$ cat src/hw/rtl/tfj_pkg.sv
// shared types and constants for the text justification block
package tfj_pkg;

    localparam int MAX_WIDTH = 32;
    localparam logic [7:0] SPACE_CHAR = 8'h20;
    localparam logic [5:0] WIDTH_RESET = 6'd16;

    typedef struct packed {
        logic [7:0] char_in;
        logic       word_end;
        logic       text_end;
    } in_t;

    typedef struct packed {
        logic [7:0] char_out;
        logic       line_end;
        logic       text_done;
    } out_t;

    typedef enum logic [2:0] {
        ST_IDLE,
        ST_DIV_START,
        ST_DIV_WAIT,
        ST_EMIT,
        ST_COPY
    } state_t;

    typedef enum logic [1:0] {
        PH_WORD,
        PH_GAP,
        PH_PAD
    } phase_t;

    typedef struct packed {
        logic       start;
        logic [5:0] dividend;
        logic [4:0] divisor;
    } div_req_t;

    typedef struct packed {
        logic       busy;
        logic       done;
        logic [5:0] quot;
        logic [4:0] rem;
    } div_rsp_t;

endpackage

$ cat src/hw/rtl/text_full_justify.sv
// greedy full text justification, one word character in, one line character out
//
//  channel   direction  handshake            payload
//  s_        in         s_valid / s_ready    tfj_pkg::in_t  (char_in, word_end, text_end)
//  m_        out        m_valid / m_ready    tfj_pkg::out_t (char_out, line_end, text_done)
//  cfg_      in         cfg_valid/cfg_ready  line_width, 6 bits
//
//  a character that does not end a word is only added to the arriving word
//  a word end is accepted; if the word does not fit, the gaps of the held line are divided
//  (no division when the line is not spread) and the line is emitted, one character at a
//  time through the single output register; then the word and its length are moved into
//  the line buffer, after which a word that ends the text emits the final line
//  s_ready is low while a word is moved, the gaps are divided or a line is emitted
//  synchronous active-low reset clears control state; buffers hold no reset value
//  a stalled m_ready freezes the emission cursor in place
module text_full_justify (
    input  logic               aclk,
    input  logic               aresetn,
    input  logic               s_valid,
    output logic               s_ready,
    input  tfj_pkg::in_t       s_data,
    output logic               m_valid,
    input  logic               m_ready,
    output tfj_pkg::out_t      m_data,
    input  logic               cfg_valid,
    output logic               cfg_ready,
    input  logic [5:0]         cfg_data
);

    localparam int DEPTH = tfj_pkg::MAX_WIDTH;

    // line width register and its clamped value
    logic [5:0] lw_reg;
    logic [5:0] eff_w;

    tfj_pkg::state_t state_reg, state_next;
    tfj_pkg::phase_t phase_reg, phase_next;

    logic [5:0] plen_reg, plen_next;      // arriving word length
    logic [5:0] words_reg, words_next;    // held words
    logic [5:0] letters_reg, letters_next;
    logic       last_reg, last_next;      // text end seen with this word
    logic       fin_reg, fin_next;        // current emission is the final line
    logic [5:0] base_reg, base_next;
    logic [4:0] rem_reg, rem_next;
    logic [5:0] ck_reg, ck_next;          // copy index
    // emission cursor
    logic [5:0] oidx_reg, oidx_next;
    logic [4:0] wi_reg, wi_next;
    logic [5:0] wj_reg, wj_next;
    logic [5:0] pos_reg, pos_next;
    logic [5:0] gr_reg, gr_next;

    logic          m_valid_reg, m_valid_next;
    tfj_pkg::out_t m_data_reg, m_data_next;

    // buffers
    logic [7:0] pend_mem [DEPTH];
    logic [7:0] text_mem [DEPTH];
    logic [5:0] wlen_mem [DEPTH];

    logic       pend_we, text_we, wlen_we;
    logic [4:0] text_waddr, wlen_waddr;
    logic [7:0] text_wdata;

    tfj_pkg::div_req_t div_req;
    tfj_pkg::div_rsp_t div_rsp;

    logic [5:0] plen_new;
    logic [6:0] need;
    logic [5:0] gaps;
    logic [6:0] single_len;
    logic [5:0] cur_wlen;
    logic       line_last;

    tfj_div u_div (
        .aclk    (aclk),
        .aresetn (aresetn),
        .req     (div_req),
        .rsp     (div_rsp)
    );

    assign eff_w = (lw_reg == 6'd0) ? 6'd1 :
                   (lw_reg > 6'(DEPTH)) ? 6'(DEPTH) : lw_reg;

    assign cfg_ready = 1'b1;

    always_ff @(posedge aclk) begin
        if (!aresetn) begin
            lw_reg      <= tfj_pkg::WIDTH_RESET;
            state_reg   <= tfj_pkg::ST_IDLE;
            plen_reg    <= 6'd0;
            words_reg   <= 6'd0;
            letters_reg <= 6'd0;
            last_reg    <= 1'b0;
            fin_reg     <= 1'b0;
            m_valid_reg <= 1'b0;
        end else begin
            if (cfg_valid) begin
                lw_reg <= cfg_data;
            end
            state_reg   <= state_next;
            plen_reg    <= plen_next;
            words_reg   <= words_next;
            letters_reg <= letters_next;
            last_reg    <= last_next;
            fin_reg     <= fin_next;
            m_valid_reg <= m_valid_next;
        end
        phase_reg  <= phase_next;
        base_reg   <= base_next;
        rem_reg    <= rem_next;
        ck_reg     <= ck_next;
        oidx_reg   <= oidx_next;
        wi_reg     <= wi_next;
        wj_reg     <= wj_next;
        pos_reg    <= pos_next;
        gr_reg     <= gr_next;
        m_data_reg <= m_data_next;
    end

    always_ff @(posedge aclk) begin
        if (pend_we) begin
            pend_mem[plen_reg[4:0]] <= s_data.char_in;
        end
        if (text_we) begin
            text_mem[text_waddr] <= text_wdata;
        end
        if (wlen_we) begin
            wlen_mem[wlen_waddr] <= plen_reg;
        end
    end

    always_comb begin
        state_next   = state_reg;
        phase_next   = phase_reg;
        plen_next    = plen_reg;
        words_next   = words_reg;
        letters_next = letters_reg;
        last_next    = last_reg;
        fin_next     = fin_reg;
        base_next    = base_reg;
        rem_next     = rem_reg;
        ck_next      = ck_reg;
        oidx_next    = oidx_reg;
        wi_next      = wi_reg;
        wj_next      = wj_reg;
        pos_next     = pos_reg;
        gr_next      = gr_reg;
        m_data_next  = m_data_reg;
        m_valid_next = m_valid_reg & ~m_ready;
        s_ready      = 1'b0;
        pend_we      = 1'b0;
        text_we      = 1'b0;
        text_waddr   = letters_reg[4:0];
        text_wdata   = pend_mem[ck_reg[4:0]];
        wlen_we      = 1'b0;
        wlen_waddr   = words_reg[4:0];
        div_req      = '0;

        plen_new   = plen_reg + ((plen_reg < eff_w) ? 6'd1 : 6'd0);
        need       = {1'b0, words_reg} + {1'b0, letters_reg} + {1'b0, plen_new};
        gaps       = words_reg - 6'd1;
        single_len = {1'b0, letters_reg} + {1'b0, gaps};
        cur_wlen   = wlen_mem[wi_reg];
        line_last  = (oidx_reg == eff_w - 6'd1);

        div_req.dividend = eff_w - letters_reg;
        div_req.divisor  = gaps[4:0];

        case (state_reg)
            tfj_pkg::ST_IDLE: begin
                s_ready = 1'b1;
                if (s_valid) begin
                    // keep the character unless the word already fills a line
                    if (plen_reg < eff_w) begin
                        pend_we   = 1'b1;
                        plen_next = plen_new;
                    end
                    if (s_data.word_end) begin
                        last_next = s_data.text_end;
                        ck_next   = 6'd0;
                        if (words_reg != 6'd0 && need > {1'b0, eff_w}) begin
                            state_next = tfj_pkg::ST_DIV_START;
                        end else begin
                            state_next = tfj_pkg::ST_COPY;
                        end
                    end
                end
            end
            tfj_pkg::ST_DIV_START: begin
                oidx_next  = 6'd0;
                wi_next    = 5'd0;
                wj_next    = 6'd0;
                pos_next   = 6'd0;
                phase_next = tfj_pkg::PH_WORD;
                // spread only when the words fit with single gaps
                if (words_reg > 6'd1 && {1'b0, eff_w} >= single_len) begin
                    div_req.start = 1'b1;
                    state_next    = tfj_pkg::ST_DIV_WAIT;
                end else begin
                    base_next  = 6'd1;
                    rem_next   = 5'd0;
                    state_next = tfj_pkg::ST_EMIT;
                end
            end
            tfj_pkg::ST_DIV_WAIT: begin
                if (div_rsp.done) begin
                    base_next  = div_rsp.quot;
                    rem_next   = div_rsp.rem;
                    state_next = tfj_pkg::ST_EMIT;
                end
            end
            tfj_pkg::ST_EMIT: begin
                if (!m_valid_reg || m_ready) begin
                    m_valid_next           = 1'b1;
                    m_data_next.char_out   = (phase_reg == tfj_pkg::PH_WORD) ?
                                             text_mem[pos_reg[4:0]] : tfj_pkg::SPACE_CHAR;
                    m_data_next.line_end   = line_last;
                    m_data_next.text_done  = line_last & fin_reg;
                    oidx_next              = oidx_reg + 6'd1;
                    case (phase_reg)
                        tfj_pkg::PH_WORD: begin
                            pos_next = pos_reg + 6'd1;
                            wj_next  = wj_reg + 6'd1;
                            if (wj_reg + 6'd1 >= cur_wlen) begin
                                wj_next = 6'd0;
                                if ({1'b0, wi_reg} + 6'd1 < words_reg) begin
                                    phase_next = tfj_pkg::PH_GAP;
                                    gr_next    = base_reg + ((wi_reg < rem_reg) ? 6'd1 : 6'd0);
                                end else begin
                                    phase_next = tfj_pkg::PH_PAD;
                                end
                            end
                        end
                        tfj_pkg::PH_GAP: begin
                            if (gr_reg <= 6'd1) begin
                                phase_next = tfj_pkg::PH_WORD;
                                wi_next    = wi_reg + 5'd1;
                            end else begin
                                gr_next = gr_reg - 6'd1;
                            end
                        end
                        default: begin
                            phase_next = tfj_pkg::PH_PAD;
                        end
                    endcase
                    if (line_last) begin
                        words_next   = 6'd0;
                        letters_next = 6'd0;
                        if (fin_reg) begin
                            fin_next   = 1'b0;
                            last_next  = 1'b0;
                            state_next = tfj_pkg::ST_IDLE;
                        end else begin
                            ck_next    = 6'd0;
                            state_next = tfj_pkg::ST_COPY;
                        end
                    end
                end
            end
            tfj_pkg::ST_COPY: begin
                if (ck_reg < plen_reg) begin
                    // characters past the buffer end are dropped
                    if (letters_reg < 6'(DEPTH)) begin
                        text_we      = 1'b1;
                        letters_next = letters_reg + 6'd1;
                    end
                    ck_next = ck_reg + 6'd1;
                end else begin
                    if (words_reg < 6'(DEPTH)) begin
                        wlen_we    = 1'b1;
                        words_next = words_reg + 6'd1;
                    end
                    plen_next = 6'd0;
                    if (last_reg) begin
                        // final line: single gaps, padded on the right
                        fin_next   = 1'b1;
                        base_next  = 6'd1;
                        rem_next   = 5'd0;
                        oidx_next  = 6'd0;
                        wi_next    = 5'd0;
                        wj_next    = 6'd0;
                        pos_next   = 6'd0;
                        phase_next = tfj_pkg::PH_WORD;
                        state_next = tfj_pkg::ST_EMIT;
                    end else begin
                        state_next = tfj_pkg::ST_IDLE;
                    end
                end
            end
            default: begin
                state_next = tfj_pkg::ST_IDLE;
            end
        endcase
    end

    assign m_valid = m_valid_reg;
    assign m_data  = m_data_reg;

    ast_cursor_in_line: assert property (@(posedge aclk) disable iff (!aresetn)
        (state_reg == tfj_pkg::ST_EMIT) |-> (oidx_reg < eff_w))
        else $error("emission cursor past line width");
    ast_final_clears: assert property (@(posedge aclk) disable iff (!aresetn)
        (state_reg == tfj_pkg::ST_EMIT && fin_reg && line_last && (!m_valid_reg || m_ready))
        |=> (words_reg == 6'd0 && letters_reg == 6'd0 && plen_reg == 6'd0))
        else $error("line state not cleared after final line");
    ast_word_bounded: assert property (@(posedge aclk) disable iff (!aresetn)
        (state_reg == tfj_pkg::ST_IDLE) |-> (plen_reg <= 6'(DEPTH) && letters_reg <= 6'(DEPTH)))
        else $error("word or line length beyond buffer");
    ast_div_only_waiting: assert property (@(posedge aclk) disable iff (!aresetn)
        div_rsp.done |-> (state_reg == tfj_pkg::ST_DIV_WAIT))
        else $error("gap division finished outside wait state");

endmodule

$ cat src/hw/rtl/tfj_div.sv
// restoring divider, one quotient bit per cycle
module tfj_div (
    input  logic                aclk,
    input  logic                aresetn,
    input  tfj_pkg::div_req_t   req,
    output tfj_pkg::div_rsp_t   rsp
);

    logic [5:0] q_reg, q_next;
    logic [5:0] r_reg, r_next;
    logic [4:0] d_reg, d_next;
    logic [2:0] cnt_reg, cnt_next;
    logic       busy_reg, busy_next;
    logic       done_reg, done_next;
    logic [5:0] trial;

    always_ff @(posedge aclk) begin
        if (!aresetn) begin
            busy_reg <= 1'b0;
            done_reg <= 1'b0;
            cnt_reg  <= 3'd0;
        end else begin
            busy_reg <= busy_next;
            done_reg <= done_next;
            cnt_reg  <= cnt_next;
        end
        q_reg <= q_next;
        r_reg <= r_next;
        d_reg <= d_next;
    end

    always_comb begin
        q_next    = q_reg;
        r_next    = r_reg;
        d_next    = d_reg;
        cnt_next  = cnt_reg;
        busy_next = busy_reg;
        done_next = 1'b0;
        trial     = {r_reg[4:0], q_reg[5]};
        if (req.start) begin
            q_next    = req.dividend;
            r_next    = 6'd0;
            d_next    = req.divisor;
            cnt_next  = 3'd0;
            busy_next = 1'b1;
        end else if (busy_reg) begin
            // shift in next dividend bit, subtract when it fits
            if (trial >= {1'b0, d_reg}) begin
                r_next = trial - {1'b0, d_reg};
                q_next = {q_reg[4:0], 1'b1};
            end else begin
                r_next = trial;
                q_next = {q_reg[4:0], 1'b0};
            end
            cnt_next = cnt_reg + 3'd1;
            if (cnt_reg == 3'd5) begin
                busy_next = 1'b0;
                done_next = 1'b1;
            end
        end
    end

    assign rsp.busy = busy_reg;
    assign rsp.done = done_reg;
    assign rsp.quot = q_reg;
    assign rsp.rem  = r_reg[4:0];

    ast_done_after_busy: assert property (@(posedge aclk) disable iff (!aresetn)
        rsp.done |-> $past(busy_reg))
        else $error("divider done without a running division");
    ast_no_overlap: assert property (@(posedge aclk) disable iff (!aresetn)
        done_reg |-> !busy_reg)
        else $error("divider busy and done together");
    ast_rem_below_div: assert property (@(posedge aclk) disable iff (!aresetn)
        done_reg |-> (r_reg < {1'b0, d_reg}))
        else $error("divider remainder not below divisor");

endmodule

$ cat config.mk
export PLATFORM = sky130hd
export DESIGN_NAME = text_full_justify
export DESIGN_NICKNAME = d
export VERILOG_FILES = /design/src/hw/rtl/tfj_pkg.sv /design/src/hw/rtl/text_full_justify.sv /design/src/hw/rtl/tfj_div.sv
export SDC_FILE = /design/constraint.sdc
export NUM_CORES = 1
export LEC_CHECK = 0
export BUFFER_PORTS_ARGS = -buffer_cell sky130_fd_sc_hd__buf_2
export CAP_MARGIN = 20
export CORE_MARGIN = 2
export CORE_UTILIZATION = 30
export CTS_BUF_LIST = sky130_fd_sc_hd__clkbuf_2 sky130_fd_sc_hd__clkbuf_4 sky130_fd_sc_hd__clkbuf_8
export DETAILED_ROUTE_END_ITERATION = 6
export SLEW_MARGIN = 30
export SYNTH_ARGS = -nofsm -noshare
export SYNTH_HDL_FRONTEND = slang
export SYNTH_SLANG_ARGS = --single-unit
$ cat constraint.sdc
create_clock -name aclk -period 10.5 [get_ports aclk]
set_clock_uncertainty 0.05 [all_clocks]
set_input_delay 3.15 -clock aclk [delete_from_list [all_inputs] [get_ports aclk]]
set_output_delay 3.15 -clock aclk [all_outputs]
set_load 0.01 [all_outputs]
Word-level counts from Yosys, hierarchy flattened
Memories as Yosys holds them, arrays and structs flattened. A register that Yosys moved wholly into a read port is not among the register bits. Index checks and enable logic that the tools add are counted.

$mul: 0. Bitwise operators: 5. $add $sub $neg: 19. Reduce and logical (&&, ||, !) cells: 33. Magnitude comparators: 13. Equal/unequal tests: 29. Div/mod/pow operators: 0. Muxes and demuxes: 112. Shifts and indexed selects: 0.

Operator list (count): 6-bit two-way mux (34); 6-bit one-hot mux with 3 select lines (5); 5-bit two-way mux (10); 6-bit one-hot mux with 2 select lines (4); 1-bit two-way mux (37); 6-bit by 1-bit adder with 6-bit output, second input constant (6); 2-bit inequality test, second input constant (16); 5-bit one-hot mux with 3 select lines (2); 6-bit AND reduction (5); 5-bit AND reduction (5); 3-bit two-way mux (8); 6-bit less-than comparator (3); 6-bit by 1-bit subtractor with 6-bit output, second input constant (3); 3-bit one-hot mux with 5 select lines (1); 6-bit by 6-bit adder with 7-bit output (2); 2-bit two-way mux (7); 6-bit by 1-bit adder with 6-bit output (2); 6-bit less-than comparator, second input constant (2); 2-bit nonzero test (5); 3-bit nonzero test (3); 2-bit by 1-bit inequality test with 1-bit output, second input constant (4); 4-bit AND reduction (2); 7-bit by 6-bit adder with 7-bit output (1); 6-bit by 7-bit greater-or-equal comparator with 1-bit output (1); 34 further kinds (43).

Bits in latches: 0. Output and inout bits: 13. Memory bits (read-only): 0. Bits in writable memories: 704. Bits of input ports: 21. Register bits after elaboration: 101. Memories: 3.

Memory list: pend_mem (words 32, bits a word 8, read ports 1, clocked after Yosys merged registers in 1, write ports 1, line text_full_justify.sv:58) `logic [7:0] pend_mem [DEPTH];`; text_mem (words 32, bits a word 8, read ports 1, clocked after Yosys merged registers in 1, write ports 1, line text_full_justify.sv:59) `logic [7:0] text_mem [DEPTH];`; wlen_mem (words 32, bits a word 6, read ports 1, clocked after Yosys merged registers in 1, write ports 1, line text_full_justify.sv:60) `logic [5:0] wlen_mem [DEPTH];`.

Depth between registers and ports, before layout
Depth after elaboration: 13. Mapped depth: 22. Depth with buffers taken out: 22.

Cells and area by module
Synthesis repeated with hierarchy kept, for this count alone.

Cells, all modules: 1889. Area total of the unflattened synthesis: 34737.1 um^2.

Modules (own cells, without submodules): text_full_justify (cells each 1793, area an instance 33581.0 um^2, sequential area each 23652.7 um^2, times used 1); tfj_div (cells each 96, area an instance 1156.1 um^2, sequential area each 530.5 um^2, times used 1).

Worst setup path after synthesis
No wires, ideal clock.

Path type: in2reg. From: input m_ready. To: register gr_reg[0], enable pin. Path buffers: 0. Setup time: 0.350 ns. Slack: 5.586 ns. Stages on the path: 4. Arrival: 4.514 ns. Cells stage by stage: nor2b_1 > nor2_1 > o311ai_0 > nor2_1.

Longest elaborated chain between the ends: 2.

Ends and longest elaborated chain: start, declared (line text_full_justify.sv:23) `input logic m_ready,`; 1-bit logical OR (line text_full_justify.sv:215) `if (!m_valid_reg || m_ready) begin`; 6-bit AND reduction (no source line); end signal, assigned (line text_full_justify.sv:118) `gr_reg <= gr_next;`; end, declared (line text_full_justify.sv:52) `logic [5:0] gr_reg, gr_next;`.

Every way passes these cells. A chain may end at the register's enable or synchronous reset.

Worst setup path after layout
From: register lw_reg[5]. To: register state_reg[0].

Longest elaborated chain between the ends: 13. Elaborated cells between the ends (all ways): 21. Classes of those cells: add/sub (3); order compare (4); eq/ne (2); mux (8); reduce/logical (4).

Ends and longest elaborated chain: start, declared (line text_full_justify.sv:33) `logic [5:0] lw_reg;`; start signal, assigned (line text_full_justify.sv:90) `lw_reg <= tfj_pkg::WIDTH_RESET;`; start signal, assigned (line text_full_justify.sv:100) `lw_reg <= cfg_data;`; 6-bit > comparator (line text_full_justify.sv:84) `(lw_reg > 6'(DEPTH)) ? 6'(DEPTH) : lw_reg;`; 6-bit two-way mux (line text_full_justify.sv:84); 6-bit two-way mux (*) (line text_full_justify.sv:83) `assign eff_w = (lw_reg == 6'd0) ? 6'd1 :`; 6-bit less-than comparator (line text_full_justify.sv:161) `plen_new = plen_reg + ((plen_reg < eff_w) ? 6'd1 : 6'd0);`; 1-bit two-way mux (line text_full_justify.sv:161); 6-bit by 1-bit adder with 6-bit output (line text_full_justify.sv:161); 7-bit by 6-bit adder with 7-bit output (line text_full_justify.sv:162) `need = {1'b0, words_reg} + {1'b0, letters_reg} + {1'b0, plen_new};`; 7-bit by 6-bit > comparator with 1-bit output (line text_full_justify.sv:183) `if (words_reg != 6'd0 && need > {1'b0, eff_w}) begin`; 1-bit logical AND (line text_full_justify.sv:183); 3-bit two-way mux (line text_full_justify.sv:183); 3-bit two-way mux (line text_full_justify.sv:180) `if (s_data.word_end) begin`; 3-bit two-way mux (line text_full_justify.sv:174) `if (s_valid) begin`; 3-bit one-hot mux with 5 select lines (line text_full_justify.sv:171) `case (state_reg)`; end signal, assigned (line text_full_justify.sv:91) `state_reg <= tfj_pkg::ST_IDLE;`; end signal, assigned (line text_full_justify.sv:102) `state_reg <= state_next;`; end, declared (line text_full_justify.sv:36) `tfj_pkg::state_t state_reg, state_next;`.

Mark *: on every way between the ends. The rest lies on a longest branch, timed or not. The select of a mux whose other input is x is not followed.

==> results.md <==
- Most frequent cells in the layout: edfxtp_1 (772), mux4_2 (220), nor2_1 (180)
- Total track usage: approximately an eighth
- Syn_area_per_cell: 18.2 um^2
- Mapped Cells: 1898
- Synth top area cells: edfxtp_1 (67%), mux4_2 (14%), ha_1 (2.9%), dfxtp_1 (2.9%), nor2_1 (2.0%)
- Layout cells sized above 1: between 20 and 30%
- Synthesized cell area: around 35000 um^2
- Worst setup SP type: flop
- Post-Synth XOR/XNOR Area: under 10%
- Slew HR: ~33%
- CTS tree: yes
- CP most frequent cell: ha_1
- Starting density of the core: 30.2%
- Fin crit share: 50.8%
- Multi-input logic area: 9860 um^2
- Clock Path Buffers: 3
- Synth Area in Simple Gates: 5.11%
- RSZ-0062 raised after global routing: no
- Post-CTS Hold Fix Bufs: 0
- Mux contribution to synthesized area: 15.7%
- Root Buffer: clkbuf_8
- Drt wl/cell: 21.4 um
- Slew Viols, Final: 0
- Largest family of logic cells by synthesized area: multiplexers
- Post-synth EDFFs: 772
- Initial DRC count: 1992
- Slew @ Worst Pin: 0.999 ns
- Final period demand of the worst path: 5.34 ns
- Filler cell count: 10700
- CTS H-tree depth: 4
- Reg2reg setup slack: ~5.2 ns
- Die area: around 120000 um^2
- Post-synthesis compound-gate area fraction: 2.75%
- First-pass GRT wire length: 118 mm
- Initial antenna violation count: 2
- Seq cells post-synth: just over 800
- CP Max Fanout: 11
- Final setup violation count: 0
- Routed wire length: 77.3 mm
- Fmax: 0.187 GHz
- Vias in the first global route: 18700
- Crit path required time: 11.12 ns
- Final ANT Viol Nets: 0
- Gr ovfl total: 0
- Max_cap viols: 0
- Post-Synth Adder-Cell Area: 3.51%
- Critical path buffers and inverters: 2
- Pwr dens: 238 nW/um^2
- DIE WIDTH: 344 um
- Crit end category: flop
- Register Area: 24200 um^2
- Critical Path, Cell by Cell: inv_1 -> nand2_1 -> ha_1 -> a21o_1 -> a21oi_1 -> o221ai_1 -> inv_1 -> ha_1 -> ha_1 -> fa_1 -> ha_1 -> fa_1 -> a21o_1 -> a21oi_1 -> xnor2_1 -> ha_1 -> and4_1 -> a31oi_1 -> a31o_2 -> nor4_1 -> a21oi_1
- Utilization after layout: approximately a third
- Pleak: ~13 nW
- Largest net degree at the start of global routing: 67
- Final Hold Fails: 0
- Drc violations: 0
- Clock Pin Slew Worst Setup and Hold Paths: 0.06 ns
- Most common cell after layout, fill and taps aside: edfxtp_1
- Number of distinct library cells after synthesis: 70
- Top_reg_cell synth: edfxtp_1
- Cts bufs inserted: 132
- Crit path max-delay cell type: dfxtp_1
- Post-DP HPWL: ~50 mm
- HP Class: reg -> reg
- Clk sinks: ~820
- Yosys top cell area share: around two thirds
- Biggest area consumer among synthesized cells: edfxtp_1
- Final Wtd Congestion: around 0.83
- Seq/Total Area, Yosys: between 60% and 70%
- Worst-Skew Late Latency: between 0.8 and 0.9 ns
- Setup bufs post-CTS: 0
- Setup TNS: 0 ns
- Vias: approximately 18000
- Drt first pass iters: 7
- Critical path's top delay family: adder cells
- Port bufs: 32
- Post-synth ARST share: 0%
- Nets@finish: 2116
- Yosys warnings: 0
- Area grow syn2layout: 13.3%
- CP max stage delay: 0.57 ns
- PostCTS Resize Cnt: 0
- Mapped Nets: 2010
- Worst IR Drop VDD: about 190 uV
- Num rows: 124
- Worst EP arrival: 5.96 ns
- Crit Path Category: reg -> reg
- Die Span Y: 344 um
- Vias per cell: 4.88
- Status: finished clean
- Core area: 114000 um^2
- Total I/O pin count: 34
-- layer usage --
metal | GRT usage (%) | wire length (um) | up-vias
met4 | 4.32 | 1610 | 2
met3 | 3.04 | 5370 | 116
met2 | 21.2 | 37300 | 650
met1 | 17.9 | 33000 | 9085
met5 | 0 | 13 | -
li1 | - | - | 7788
-- cells in the mapped netlist, drive strengths merged (4+ instances only) --
| master | count |
|---|---|
| o31ai | 7 |
| nand4 | 7 |
| xnor2 | 28 |
| nand2 | 73 |
| nand2b | 10 |
| a21oi | 39 |
| or3 | 5 |
| a211oi | 6 |
| o21ai | 27 |
| clkbuf | 51 |
| xor2 | 26 |
| edfxtp | 772 |
| o21bai | 5 |
| nor2b | 15 |
| mux4 | 220 |
| and2 | 6 |
| o21a | 10 |
| mux2 | 19 |
| ha | 81 |
| nand3 | 36 |
| fa | 10 |
| inv | 58 |
| a21o | 10 |
| buf | 30 |
| a31oi | 4 |
| mux2i | 26 |
| nor4 | 7 |
| dfxtp | 50 |
| nor3 | 16 |
| nor2 | 183 |
| o211ai | 4 |
| and3 | 20 |
-- where the power goes --
part,internal (mW),switching [mW]
Sequential,4.10,0.198
Clock,1.46,1.30
Combinational,0.924,1.37
-- metrics by stage --
| step | hold WS, ns | cells | power, mW | setup WS, ns | cell area, um^2 |
|---|---|---|---|---|---|
| after floorplan | 0.394 | 1898 | 5.86 | 5.59 | 34600 |
| after global placement | 0.410 | 3381 | 6.61 | 5.05 | 36500 |
| after detailed placement | 0.417 | 3381 | 6.68 | 4.80 | 36500 |
| after CTS | 0.433 | 3615 | 9.45 | 5.12 | 39100 |
| after global routing | 0.477 | 3617 | 9.77 | 4.73 | 39200 |
| final | 0.433 | 3617 | 9.34 | 5.16 | 39200 |
-- area by class of cell --
| cell class | count | share of cell area [%] |
|---|---|---|
| tap | 1512 | 4.83 |
| inverter | 59 | 0.565 |
| multi-input combinational | 936 | 25.2 |
| clock buffer | 177 | 5.56 |
| sequential | 822 | 61.8 |
| antenna | 1 | 0.00639 |
| clock inverter | 57 | 1.21 |
| timing repair buffer | 53 | 0.872 |
-- path summary, 6_finish.rpt --
path | startpoint | cells past startpoint | to
worst max register to register | lw_reg[5] | 21 | state_reg[0]
worst min register to register | last_reg | 2 | last_reg
worst min-delay path | last_reg | 2 | last_reg
worst max-delay path | lw_reg[5] | 21 | state_reg[0]
-- logic make-up (layout without fill, tap and decap cells) --
group,after synthesis,count (layout)
buffers and inverters,140,346
AND/OR/NAND/NOR,385,385
flip-flops,822,822
multiplexers,265,265
AO/OA/AOI/OAI,140,140
other,1,2
XOR/XNOR,54,54
adder cells (fa/ha/maj),91,91
-- tightest hold or removal path: stages, from the launching register on --
cell and delay (ns):
dfxtp_1 0.31, o31ai_1 0.06, a21oi_1 0.06
(Power assumes the default switching activity.)
